File: config.mk
export PLATFORM = sky130hd
export DESIGN_NAME = frame_checker_crc8_flat
export DESIGN_NICKNAME = d
export VERILOG_FILES = /design/src/rtl/fcc_pkg.sv /design/src/rtl/fcc_rx_if.sv /design/src/rtl/fcc_res_if.sv /design/src/rtl/fcc_out_buf.sv /design/src/rtl/frame_checker_crc8.sv /design/src/flat_wrapper.sv
export VERILOG_INCLUDE_DIRS = /design/src /design/src/rtl
export SDC_FILE = /design/constraint.sdc
export NUM_CORES = 1
export LEC_CHECK = 0
export BUFFER_PORTS_ARGS = -buffer_cell sky130_fd_sc_hd__buf_2
export CAP_MARGIN = 30
export CORE_MARGIN = 5
export CORE_UTILIZATION = 45
export CTS_CLUSTER_DIAMETER = 150
export DETAILED_ROUTE_END_ITERATION = 7
export PLACE_DENSITY = 0.62
export SYNTH_ARGS = -nofsm -noshare
export SYNTH_HDL_FRONTEND = slang
export SYNTH_HIERARCHICAL = 1
export SYNTH_SLANG_ARGS = --single-unit
File: constraint.sdc
create_clock -name clk_i -period 8.15 [get_ports clk_i]
set_clock_uncertainty 0.15 [all_clocks]
set_input_delay 1.2225 -clock clk_i [delete_from_list [all_inputs] [get_ports clk_i]]
set_output_delay 1.2225 -clock clk_i [all_outputs]
set_load 0.02 [all_outputs]
File: src/rtl/assert_macros.svh
// ---------------------------------------------------------------------------
// Assertion macros
// Concurrent assertion helpers shared by the RTL; compiled out with ASSERT_OFF.
// ---------------------------------------------------------------------------
`ifndef ASSERT_MACROS_SVH
`define ASSERT_MACROS_SVH

`ifndef ASSERT_OFF
// property must hold at every clock edge outside reset
`define ASSERT_PROP(lbl, clk, rst_n, prop) \
  lbl: assert property (@(posedge clk) disable iff (!rst_n) (prop)) \
    else $error("assertion failed");
// condition must never be true outside reset
`define ASSERT_NEVER(lbl, clk, rst_n, cond) \
  lbl: assert property (@(posedge clk) disable iff (!rst_n) !(cond)) \
    else $error("forbidden condition seen");
`else
`define ASSERT_PROP(lbl, clk, rst_n, prop)
`define ASSERT_NEVER(lbl, clk, rst_n, cond)
`endif

`endif

File: src/rtl/fcc_pkg.sv
// ---------------------------------------------------------------------------
// fcc_pkg
// Types, frame layout constants and CRC-8 helper for the frame checker.
// ---------------------------------------------------------------------------
package fcc_pkg;

  localparam int unsigned PosW = 17;

  localparam logic [7:0]      CRC_POLY        = 8'h07;
  localparam logic [15:0]     MAX_PAYLOAD_RST = 16'd1050;

  // byte positions within a frame
  localparam logic [PosW-1:0] POS_VERSION  = 17'd3;
  localparam logic [PosW-1:0] POS_COMMAND  = 17'd4;
  localparam logic [PosW-1:0] POS_DEVICE   = 17'd5;
  localparam logic [PosW-1:0] POS_LEN_HEAD = 17'd6;
  localparam logic [PosW-1:0] POS_LEN_LAST = 17'd9;
  localparam logic [PosW-1:0] POS_PKT_HI   = 17'd14;
  localparam logic [PosW-1:0] POS_PKT_LO   = 17'd15;
  localparam logic [PosW-1:0] POS_PAYLOAD  = 17'd16;

  typedef enum logic [1:0] {
    STAT_OK      = 2'd0,
    STAT_CRC_ERR = 2'd1,
    STAT_LEN_ERR = 2'd2
  } status_e;

  typedef struct packed {
    logic        is_payload;
    logic [7:0]  payload_byte;
    status_e     status;
    logic [7:0]  command;
    logic [7:0]  device_code;
    logic [15:0] packet_number;
    logic [15:0] frame_length;
  } res_t;

  // CRC-8, MSB first, no reflection
  function automatic logic [7:0] crc8_update(input logic [7:0] crc, input logic [7:0] b);
    logic [7:0] c;
    c = crc ^ b;
    for (int i = 0; i < 8; i++) begin
      c = c[7] ? ({c[6:0], 1'b0} ^ CRC_POLY) : {c[6:0], 1'b0};
    end
    return c;
  endfunction

  function automatic logic [15:0] sat_len(input logic [31:0] len);
    return (|len[31:16]) ? 16'hFFFF : len[15:0];
  endfunction

endpackage

File: src/rtl/fcc_rx_if.sv
// ---------------------------------------------------------------------------
// fcc_rx_if
// Byte stream channel into the frame checker.
// ---------------------------------------------------------------------------
interface fcc_rx_if;
  logic       valid;
  logic       ready;
  logic [7:0] rx_byte;

  modport source (output valid, output rx_byte, input ready);
  modport sink   (input valid, input rx_byte, output ready);
endinterface

File: src/rtl/fcc_res_if.sv
// ---------------------------------------------------------------------------
// fcc_res_if
// Result channel out of the frame checker: payload bytes and verdicts.
// ---------------------------------------------------------------------------
interface fcc_res_if;
  logic        valid;
  logic        ready;
  logic        is_payload;
  logic [7:0]  payload_byte;
  logic [1:0]  status;
  logic [7:0]  command;
  logic [7:0]  device_code;
  logic [15:0] packet_number;
  logic [15:0] frame_length;

  modport source (output valid, output is_payload, output payload_byte, output status,
                  output command, output device_code, output packet_number,
                  output frame_length, input ready);
  modport sink   (input valid, input is_payload, input payload_byte, input status,
                  input command, input device_code, input packet_number,
                  input frame_length, output ready);
endinterface

File: src/rtl/fcc_out_buf.sv
// ---------------------------------------------------------------------------
// fcc_out_buf
// Two-entry result buffer: output register plus skid slot.
// ---------------------------------------------------------------------------
`include "assert_macros.svh"

module fcc_out_buf
  import fcc_pkg::*;
(
  input  logic      clk_i,
  input  logic      rst_ni,
  input  logic      push_i,
  input  res_t      push_data_i,
  output logic      full_o,
  fcc_res_if.source res_o
);

  res_t       ent_q [2];
  res_t       ent_d [2];
  logic [1:0] count_q, count_d;
  logic       pop;
  logic       wr_idx;

  assign pop    = res_o.valid && res_o.ready;
  assign full_o = (count_q == 2'd2);
  // slot the new entry lands in, after any pop this cycle
  assign wr_idx = (count_q - {1'b0, pop}) != 2'd0;

  always_comb begin
    count_d = count_q + {1'b0, push_i} - {1'b0, pop};
  end

  always_comb begin
    ent_d = ent_q;
    if (pop) begin
      ent_d[0] = ent_q[1];
    end
    if (push_i) begin
      ent_d[wr_idx] = push_data_i;
    end
  end

  always_ff @(posedge clk_i or negedge rst_ni) begin
    if (!rst_ni) begin
      count_q <= 2'd0;
    end else begin
      count_q <= count_d;
    end
  end

  always_ff @(posedge clk_i) begin
    ent_q <= ent_d;
  end

  assign res_o.valid         = (count_q != 2'd0);
  assign res_o.is_payload    = ent_q[0].is_payload;
  assign res_o.payload_byte  = ent_q[0].payload_byte;
  assign res_o.status        = ent_q[0].status;
  assign res_o.command       = ent_q[0].command;
  assign res_o.device_code   = ent_q[0].device_code;
  assign res_o.packet_number = ent_q[0].packet_number;
  assign res_o.frame_length  = ent_q[0].frame_length;

  `ASSERT_NEVER(a_no_overflow, clk_i, rst_ni, push_i && full_o)
  `ASSERT_NEVER(a_count_range, clk_i, rst_ni, count_q == 2'd3)
  `ASSERT_NEVER(a_no_pop_empty, clk_i, rst_ni, pop && (count_q == 2'd0))

endmodule

File: src/rtl/frame_checker_crc8.sv
// ---------------------------------------------------------------------------
// frame_checker_crc8
// Byte-serial framed packet checker with CRC-8 (poly 0x07, init 0).
// ---------------------------------------------------------------------------
// Takes one frame byte per cycle: rx_i is ready whenever the two-entry
// result buffer has a free slot, so the rate is one byte per cycle as long
// as results are taken. Each payload byte and each verdict appears on res_o
// in the cycle after the transfer of the byte that caused it when no older
// result is waiting, later otherwise. Header bytes, the
// repeated length and the packet number give no result. A length of zero or
// above max_payload gives a length-error verdict straight after the length
// field and the next byte starts a new frame. max_payload is written through
// cfg_we_i/cfg_wdata_i and resets to 1050.
`include "assert_macros.svh"

module frame_checker_crc8
  import fcc_pkg::*;
(
  input  logic        clk_i,
  input  logic        rst_ni,
  input  logic        cfg_we_i,
  input  logic [15:0] cfg_wdata_i,
  fcc_rx_if.sink      rx_i,
  fcc_res_if.source   res_o
);

  logic [PosW-1:0] pos_q, pos_d;
  logic [7:0]      crc_q, crc_d;
  logic [31:0]     len_q, len_d;
  logic [7:0]      cmd_q, cmd_d;
  logic [7:0]      dev_q, dev_d;
  logic [15:0]     pkt_q, pkt_d;
  logic [15:0]     max_q;

  logic            buf_full;
  logic            accept;
  logic            push;
  res_t            push_res;

  logic [7:0]      b;
  logic [PosW-1:0] pos_off;
  logic            is_check;
  logic [31:0]     len_new;
  logic            len_bad;

  assign rx_i.ready = !buf_full;
  assign accept     = rx_i.valid && rx_i.ready;
  assign b          = rx_i.rx_byte;

  assign pos_off  = pos_q - POS_PAYLOAD;
  assign is_check = (pos_q >= POS_PAYLOAD) && (len_q[31:PosW] == '0)
                    && (len_q[PosW-1:0] == pos_off);
  assign len_new  = {len_q[23:0], b};
  assign len_bad  = (len_new == 32'd0) || (len_new > {16'd0, max_q});

  always_comb begin
    pos_d    = pos_q;
    crc_d    = crc_q;
    len_d    = len_q;
    cmd_d    = cmd_q;
    dev_d    = dev_q;
    pkt_d    = pkt_q;
    push     = 1'b0;
    push_res = '{is_payload: 1'b0, payload_byte: 8'd0, status: STAT_OK,
                 command: cmd_q, device_code: dev_q, packet_number: pkt_q,
                 frame_length: sat_len(len_q)};
    if (accept) begin
      if (is_check) begin
        push            = 1'b1;
        push_res.status = (b == crc_q) ? STAT_OK : STAT_CRC_ERR;
        pos_d           = '0;
        crc_d           = 8'd0;
      end else begin
        if (pos_q >= POS_VERSION) begin
          crc_d = crc8_update(crc_q, b);
        end
        pos_d = pos_q + 1'b1;
        priority if (pos_q == POS_COMMAND) begin
          cmd_d = b;
        end else if (pos_q == POS_DEVICE) begin
          dev_d = b;
        end else if (pos_q >= POS_LEN_HEAD && pos_q <= POS_LEN_LAST) begin
          len_d = len_new;
          if (pos_q == POS_LEN_LAST && len_bad) begin
            push                   = 1'b1;
            push_res.status        = STAT_LEN_ERR;
            push_res.packet_number = 16'd0;
            push_res.frame_length  = sat_len(len_new);
            pos_d                  = '0;
            crc_d                  = 8'd0;
          end
        end else if (pos_q == POS_PKT_HI) begin
          pkt_d = {b, pkt_q[7:0]};
        end else if (pos_q == POS_PKT_LO) begin
          pkt_d = {pkt_q[15:8], b};
        end else if (pos_q >= POS_PAYLOAD) begin
          push                  = 1'b1;
          push_res.is_payload   = 1'b1;
          push_res.payload_byte = b;
        end else begin
          // header bytes, version and repeated length: nothing kept
        end
      end
    end
  end

  always_ff @(posedge clk_i or negedge rst_ni) begin
    if (!rst_ni) begin
      pos_q <= '0;
      crc_q <= 8'd0;
      len_q <= 32'd0;
      cmd_q <= 8'd0;
      dev_q <= 8'd0;
      pkt_q <= 16'd0;
      max_q <= MAX_PAYLOAD_RST;
    end else begin
      pos_q <= pos_d;
      crc_q <= crc_d;
      len_q <= len_d;
      cmd_q <= cmd_d;
      dev_q <= dev_d;
      pkt_q <= pkt_d;
      if (cfg_we_i) begin
        max_q <= cfg_wdata_i;
      end
    end
  end

  fcc_out_buf u_out_buf (
    .clk_i       (clk_i),
    .rst_ni      (rst_ni),
    .push_i      (push),
    .push_data_i (push_res),
    .full_o      (buf_full),
    .res_o       (res_o)
  );

  // a verdict always closes the frame
  `ASSERT_PROP(a_verdict_restarts, clk_i, rst_ni, (push && !push_res.is_payload) |=> (pos_q == '0))
  // CRC starts at the version byte
  `ASSERT_PROP(a_crc_clear_in_header, clk_i, rst_ni, (pos_q <= POS_VERSION) |-> (crc_q == 8'd0))
  // checked length bounds the position to the check byte
  `ASSERT_NEVER(a_pos_bound, clk_i, rst_ni, pos_q > (POS_PAYLOAD + 17'd65535))

endmodule

File: src/flat_wrapper.sv
// flat-port wrapper written by rule: the top's interface ports become plain ports
module frame_checker_crc8_flat import fcc_pkg::*;
  (clk_i, rst_ni, cfg_we_i, cfg_wdata_i, rx_i_valid, rx_i_rx_byte, rx_i_ready, res_o_valid, res_o_is_payload, res_o_payload_byte, res_o_status, res_o_command, res_o_device_code, res_o_packet_number, res_o_frame_length, res_o_ready);
  fcc_rx_if rx_i_i ();
  fcc_res_if res_o_i ();
  input  logic clk_i;
  input  logic rst_ni;
  input  logic cfg_we_i;
  input  logic [15:0] cfg_wdata_i;
  input wire logic [$bits(rx_i_i.valid)-1:0] rx_i_valid;
  input wire logic [$bits(rx_i_i.rx_byte)-1:0] rx_i_rx_byte;
  output wire logic [$bits(rx_i_i.ready)-1:0] rx_i_ready;
  output wire logic [$bits(res_o_i.valid)-1:0] res_o_valid;
  output wire logic [$bits(res_o_i.is_payload)-1:0] res_o_is_payload;
  output wire logic [$bits(res_o_i.payload_byte)-1:0] res_o_payload_byte;
  output wire logic [$bits(res_o_i.status)-1:0] res_o_status;
  output wire logic [$bits(res_o_i.command)-1:0] res_o_command;
  output wire logic [$bits(res_o_i.device_code)-1:0] res_o_device_code;
  output wire logic [$bits(res_o_i.packet_number)-1:0] res_o_packet_number;
  output wire logic [$bits(res_o_i.frame_length)-1:0] res_o_frame_length;
  input wire logic [$bits(res_o_i.ready)-1:0] res_o_ready;
  assign rx_i_i.valid = rx_i_valid;
  assign rx_i_i.rx_byte = rx_i_rx_byte;
  assign rx_i_ready = rx_i_i.ready;
  assign res_o_valid = res_o_i.valid;
  assign res_o_is_payload = res_o_i.is_payload;
  assign res_o_payload_byte = res_o_i.payload_byte;
  assign res_o_status = res_o_i.status;
  assign res_o_command = res_o_i.command;
  assign res_o_device_code = res_o_i.device_code;
  assign res_o_packet_number = res_o_i.packet_number;
  assign res_o_frame_length = res_o_i.frame_length;
  assign res_o_i.ready = res_o_ready;
  frame_checker_crc8 u_core (.clk_i(clk_i), .rst_ni(rst_ni), .cfg_we_i(cfg_we_i), .cfg_wdata_i(cfg_wdata_i), .rx_i(rx_i_i), .res_o(res_o_i));
endmodule
==> results.md <==
- Number of buffers created by CTS: 26
- Syn Area/Cell: 11.78 µm²
- CTS Hold Bufs: 0
- Slew @ Worst Pin: 1.015 ns
- Layout cells sized above 1: 0.3480
- Sequential power share: 0.389
- Seq/Total Area, Yosys: 0.4967
- WP buf/inv: 4
- Static Leakage: 5.496 nW
- Final Power: 0.004197 W
- Comb pwr share: 0.319
- Worst-path clk slew: 0.06 ns
- Vias: 7298
- Asr flop ratio synth: 0.4756
- Nets@finish: 1033
- Syn nets: 1019
- Yosys top cell by area: dfrtp_1
- CP Launch Type: register
- Die height: 168.8 µm
- Cell Rows: 58
- Worst min-delay path category: register to register
- Die footprint: 28490 µm²
- Mapped Cells: 963
- Core area: 25040 µm²
- Synth top area cells: dfrtp_1 (23%), mux2_2 (17%), edfxtp_1 (16%)
- Top cells by count, synth: mux2_2 (173), dfrtp_1 (103), buf_4 (59), dfxtp_1 (59), edfxtp_1 (59)
- Area grow syn2layout: 10.53%
- Yosys reg bits: 225
- Maximum clock rate: 202.8 MHz
- Filler cells: 2238
- Area share of the leading cell type in the synthesized netlist: 0.2272
- DR WL/cell: 19.38 µm
- Largest net degree at the start of global routing: 70
- Crit-path cells: inv_1 > ha_1 > nor3b_1 > o211ai_1 > a31oi_1 > nand4_1 > nor3_1 > a221oi_1 > clkbuf_4 > a21oi_1 > or3b_2 > buf_12 > buf_4 > mux2_4
- Slowest stage delay, CP: 0.63 ns
- Clock buffer depth: 3
- Vias per cell: 5.500
- First-pass DRT Iterations: 5
- ANT cells: 0
- Vias in the first global route: 7289
- VDD IR max: 0.1658 mV
- Mapped Area: 11340 µm²
- CTS root buf: clkbuf_16
- Setup Viol. Count Final: 0
- Crit path time final: 4.931 ns
- Worst-Skew Late Latency: 0.53 ns
- RSZ-0062 raised after global routing: false
- Port Buf Inserts: 89
- Critical Path Fanout Max: 23
- Final core utilization: 0.5009
- Switching Fraction: 0.3281
- Post-detail-place hpwl: 17090 µm
- Post-synth top flop: dfrtp_1
- Critical Path End Type: register
- Die width: 168.8 µm
- GP Congestion: 0.8741
- Antenna violations before repair: 0
- Clock group share of total power: 0.293
- Final hold vios: 0
- CTS H-tree lvls: 1
- Pwr/cell area: 334.7 nW/µm²
- Final Cycle Share: 0.6050
- Slew headroom: 0.3168
- Switching power: 0.001377 W
- 1st-iter DRT viols: 409
- DRC Markers: 0
- Cts repair resizes: 0
- CP top delay family: simple AND/OR/NAND/NOR gates
- IO Count: 90
- Initial Utilization: 0.4531
- Global-route wire length before repair: 41390 µm
- CTS Sinks: 225
- GRT Total Usage: 0.1804
- Post-synth EDFFs: 59
- Grt total ovfl: 0
- Max_cap viols: 0
- Setup TNS: 0 ns
- Worst EP arrival: 5.20 ns
- CTS tree: done
- Yosys warns: 6
- Required time worst endpoint: 8.42 ns
- Final count of pins violating max slew: 0
- Count leader, synth: mux2_2
- Count of cell types in the netlist: 66
- Routed WL: 25720 µm
- Internal power component: 0.002820 W
- Slowest cell on the critical path: nor3b_1
- Antenna-violating nets left: 0
- Status: complete, no violations
- WS Path Type: register to register
- Post-CTS setup buffers: 0
-- final cells by class --
class | count | area (µm²) | share of cell area
repair buffers | 103 | 563.0 | 0.04490
flip-flops and latches | 225 | 5635 | 0.4494
multi-input cells | 591 | 4902 | 0.3909
clock inverters | 9 | 162.7 | 0.01297
well taps | 330 | 412.9 | 0.03293
inverters | 30 | 112.6 | 0.008980
clock buffers | 39 | 750.7 | 0.05987
-- layout by cell type, fill, tap and decap left out, types with 4 or more instances in the layout --
master / synthesis / final
and2b_1: 7 / 7
o22a_1: 16 / 16
a21oi_1: 19 / 19
o21ai_0: 24 / 24
xnor2_1: 30 / 30
bufinv_16: 0 / 4
nand4_1: 15 / 15
o211ai_1: 6 / 6
ha_1: 27 / 27
nand3_1: 20 / 20
a221o_1: 4 / 4
nor2_1: 18 / 18
edfxtp_1: 59 / 59
nor3b_1: 6 / 6
nor4_1: 21 / 21
nand2_1: 49 / 49
and2_1: 9 / 9
nand2b_1: 4 / 4
xor2_1: 11 / 11
buf_2: 11 / 89
dfrtp_1: 103 / 103
dfxtp_1: 59 / 59
dfstp_2: 4 / 4
and3_1: 4 / 4
or4_1: 6 / 6
clkbuf_1: 40 / 9
clkbuf_16: 0 / 27
nor2b_1: 15 / 15
a21o_1: 9 / 9
or3_1: 7 / 7
a31o_2: 4 / 4
o31ai_1: 9 / 9
mux2_2: 173 / 173
buf_4: 59 / 12
nand3b_1: 4 / 4
mux2_4: 10 / 10
nor3_1: 19 / 17
inv_1: 30 / 30
-- routing by layer --
metal	part of all wire	up-vias	global-route usage
met1	0.46	3621	0.2551
met2	0.47	166	0.2916
met4	0.020	0	0.04164
met3	0.048	35	0.03153
met5	0	-	0
li1	-	3476	-
-- power groups by stage --
stage	Combinational [W]	Clock (W)	Sequential [W]
floorplan	0.00126	0	0.00155
CTS	0.00135	0.00126	0.00163
global placement	0.00132	0	0.00165
global route	0.00147	0.00131	0.00167
detailed placement	0.00134	0	0.00165
finish	0.00134	0.00123	0.00163
-- cells by family (layout without fill, tap and decap cells) --
| family | after synthesis | in the layout | share of synthesized area |
|---|---|---|---|
| AOI/OAI and AO/OA | 122 | 122 | 0.07522 |
| xor gates and xnor gates | 41 | 41 | 0.03165 |
| adders and majority gates | 27 | 27 | 0.02978 |
| buffers and inverters | 147 | 181 | 0.07312 |
| DFF | 225 | 225 | 0.4967 |
| muxes | 183 | 183 | 0.1850 |
| and+or+nand+nor | 218 | 218 | 0.1085 |
-- through the flow --
stage	std cells	instance area, µm²	setup WS (ns)	hold slack, ns
after CTS	1325	12510	2.692	0.3250
after global routing	1327	12540	2.976	0.3357
after floorplan	963	11340	3.228	0.2889
after detailed placement	1277	11600	2.146	0.3085
after global placement	1276	11590	2.181	0.3055
final	1327	12540	3.219	0.3236
-- final timing paths --
| path | start | end | slack, ns | cells past startpoint |
|---|---|---|---|---|
| setup reg to reg | u_core/pos_q[4] | u_core/u_out_buf/res_o.device_code[3] | 3.22 | 14 |
| hold / removal | u_core/dev_q[5] | register | 0.32 | 0 |
| min in group asynchronous | rst_ni | u_core/len_q[30] | 0.52 | 1 |
| setup / recovery | u_core/pos_q[4] | u_core/u_out_buf/res_o.device_code[3] | 3.22 | 14 |
| hold reg to reg | u_core/dev_q[5] | register | 0.32 | 0 |
| max in group asynchronous | rst_ni | u_core/pkt_q[14] | 6.01 | 2 |
(Power assumes the default switching activity.)
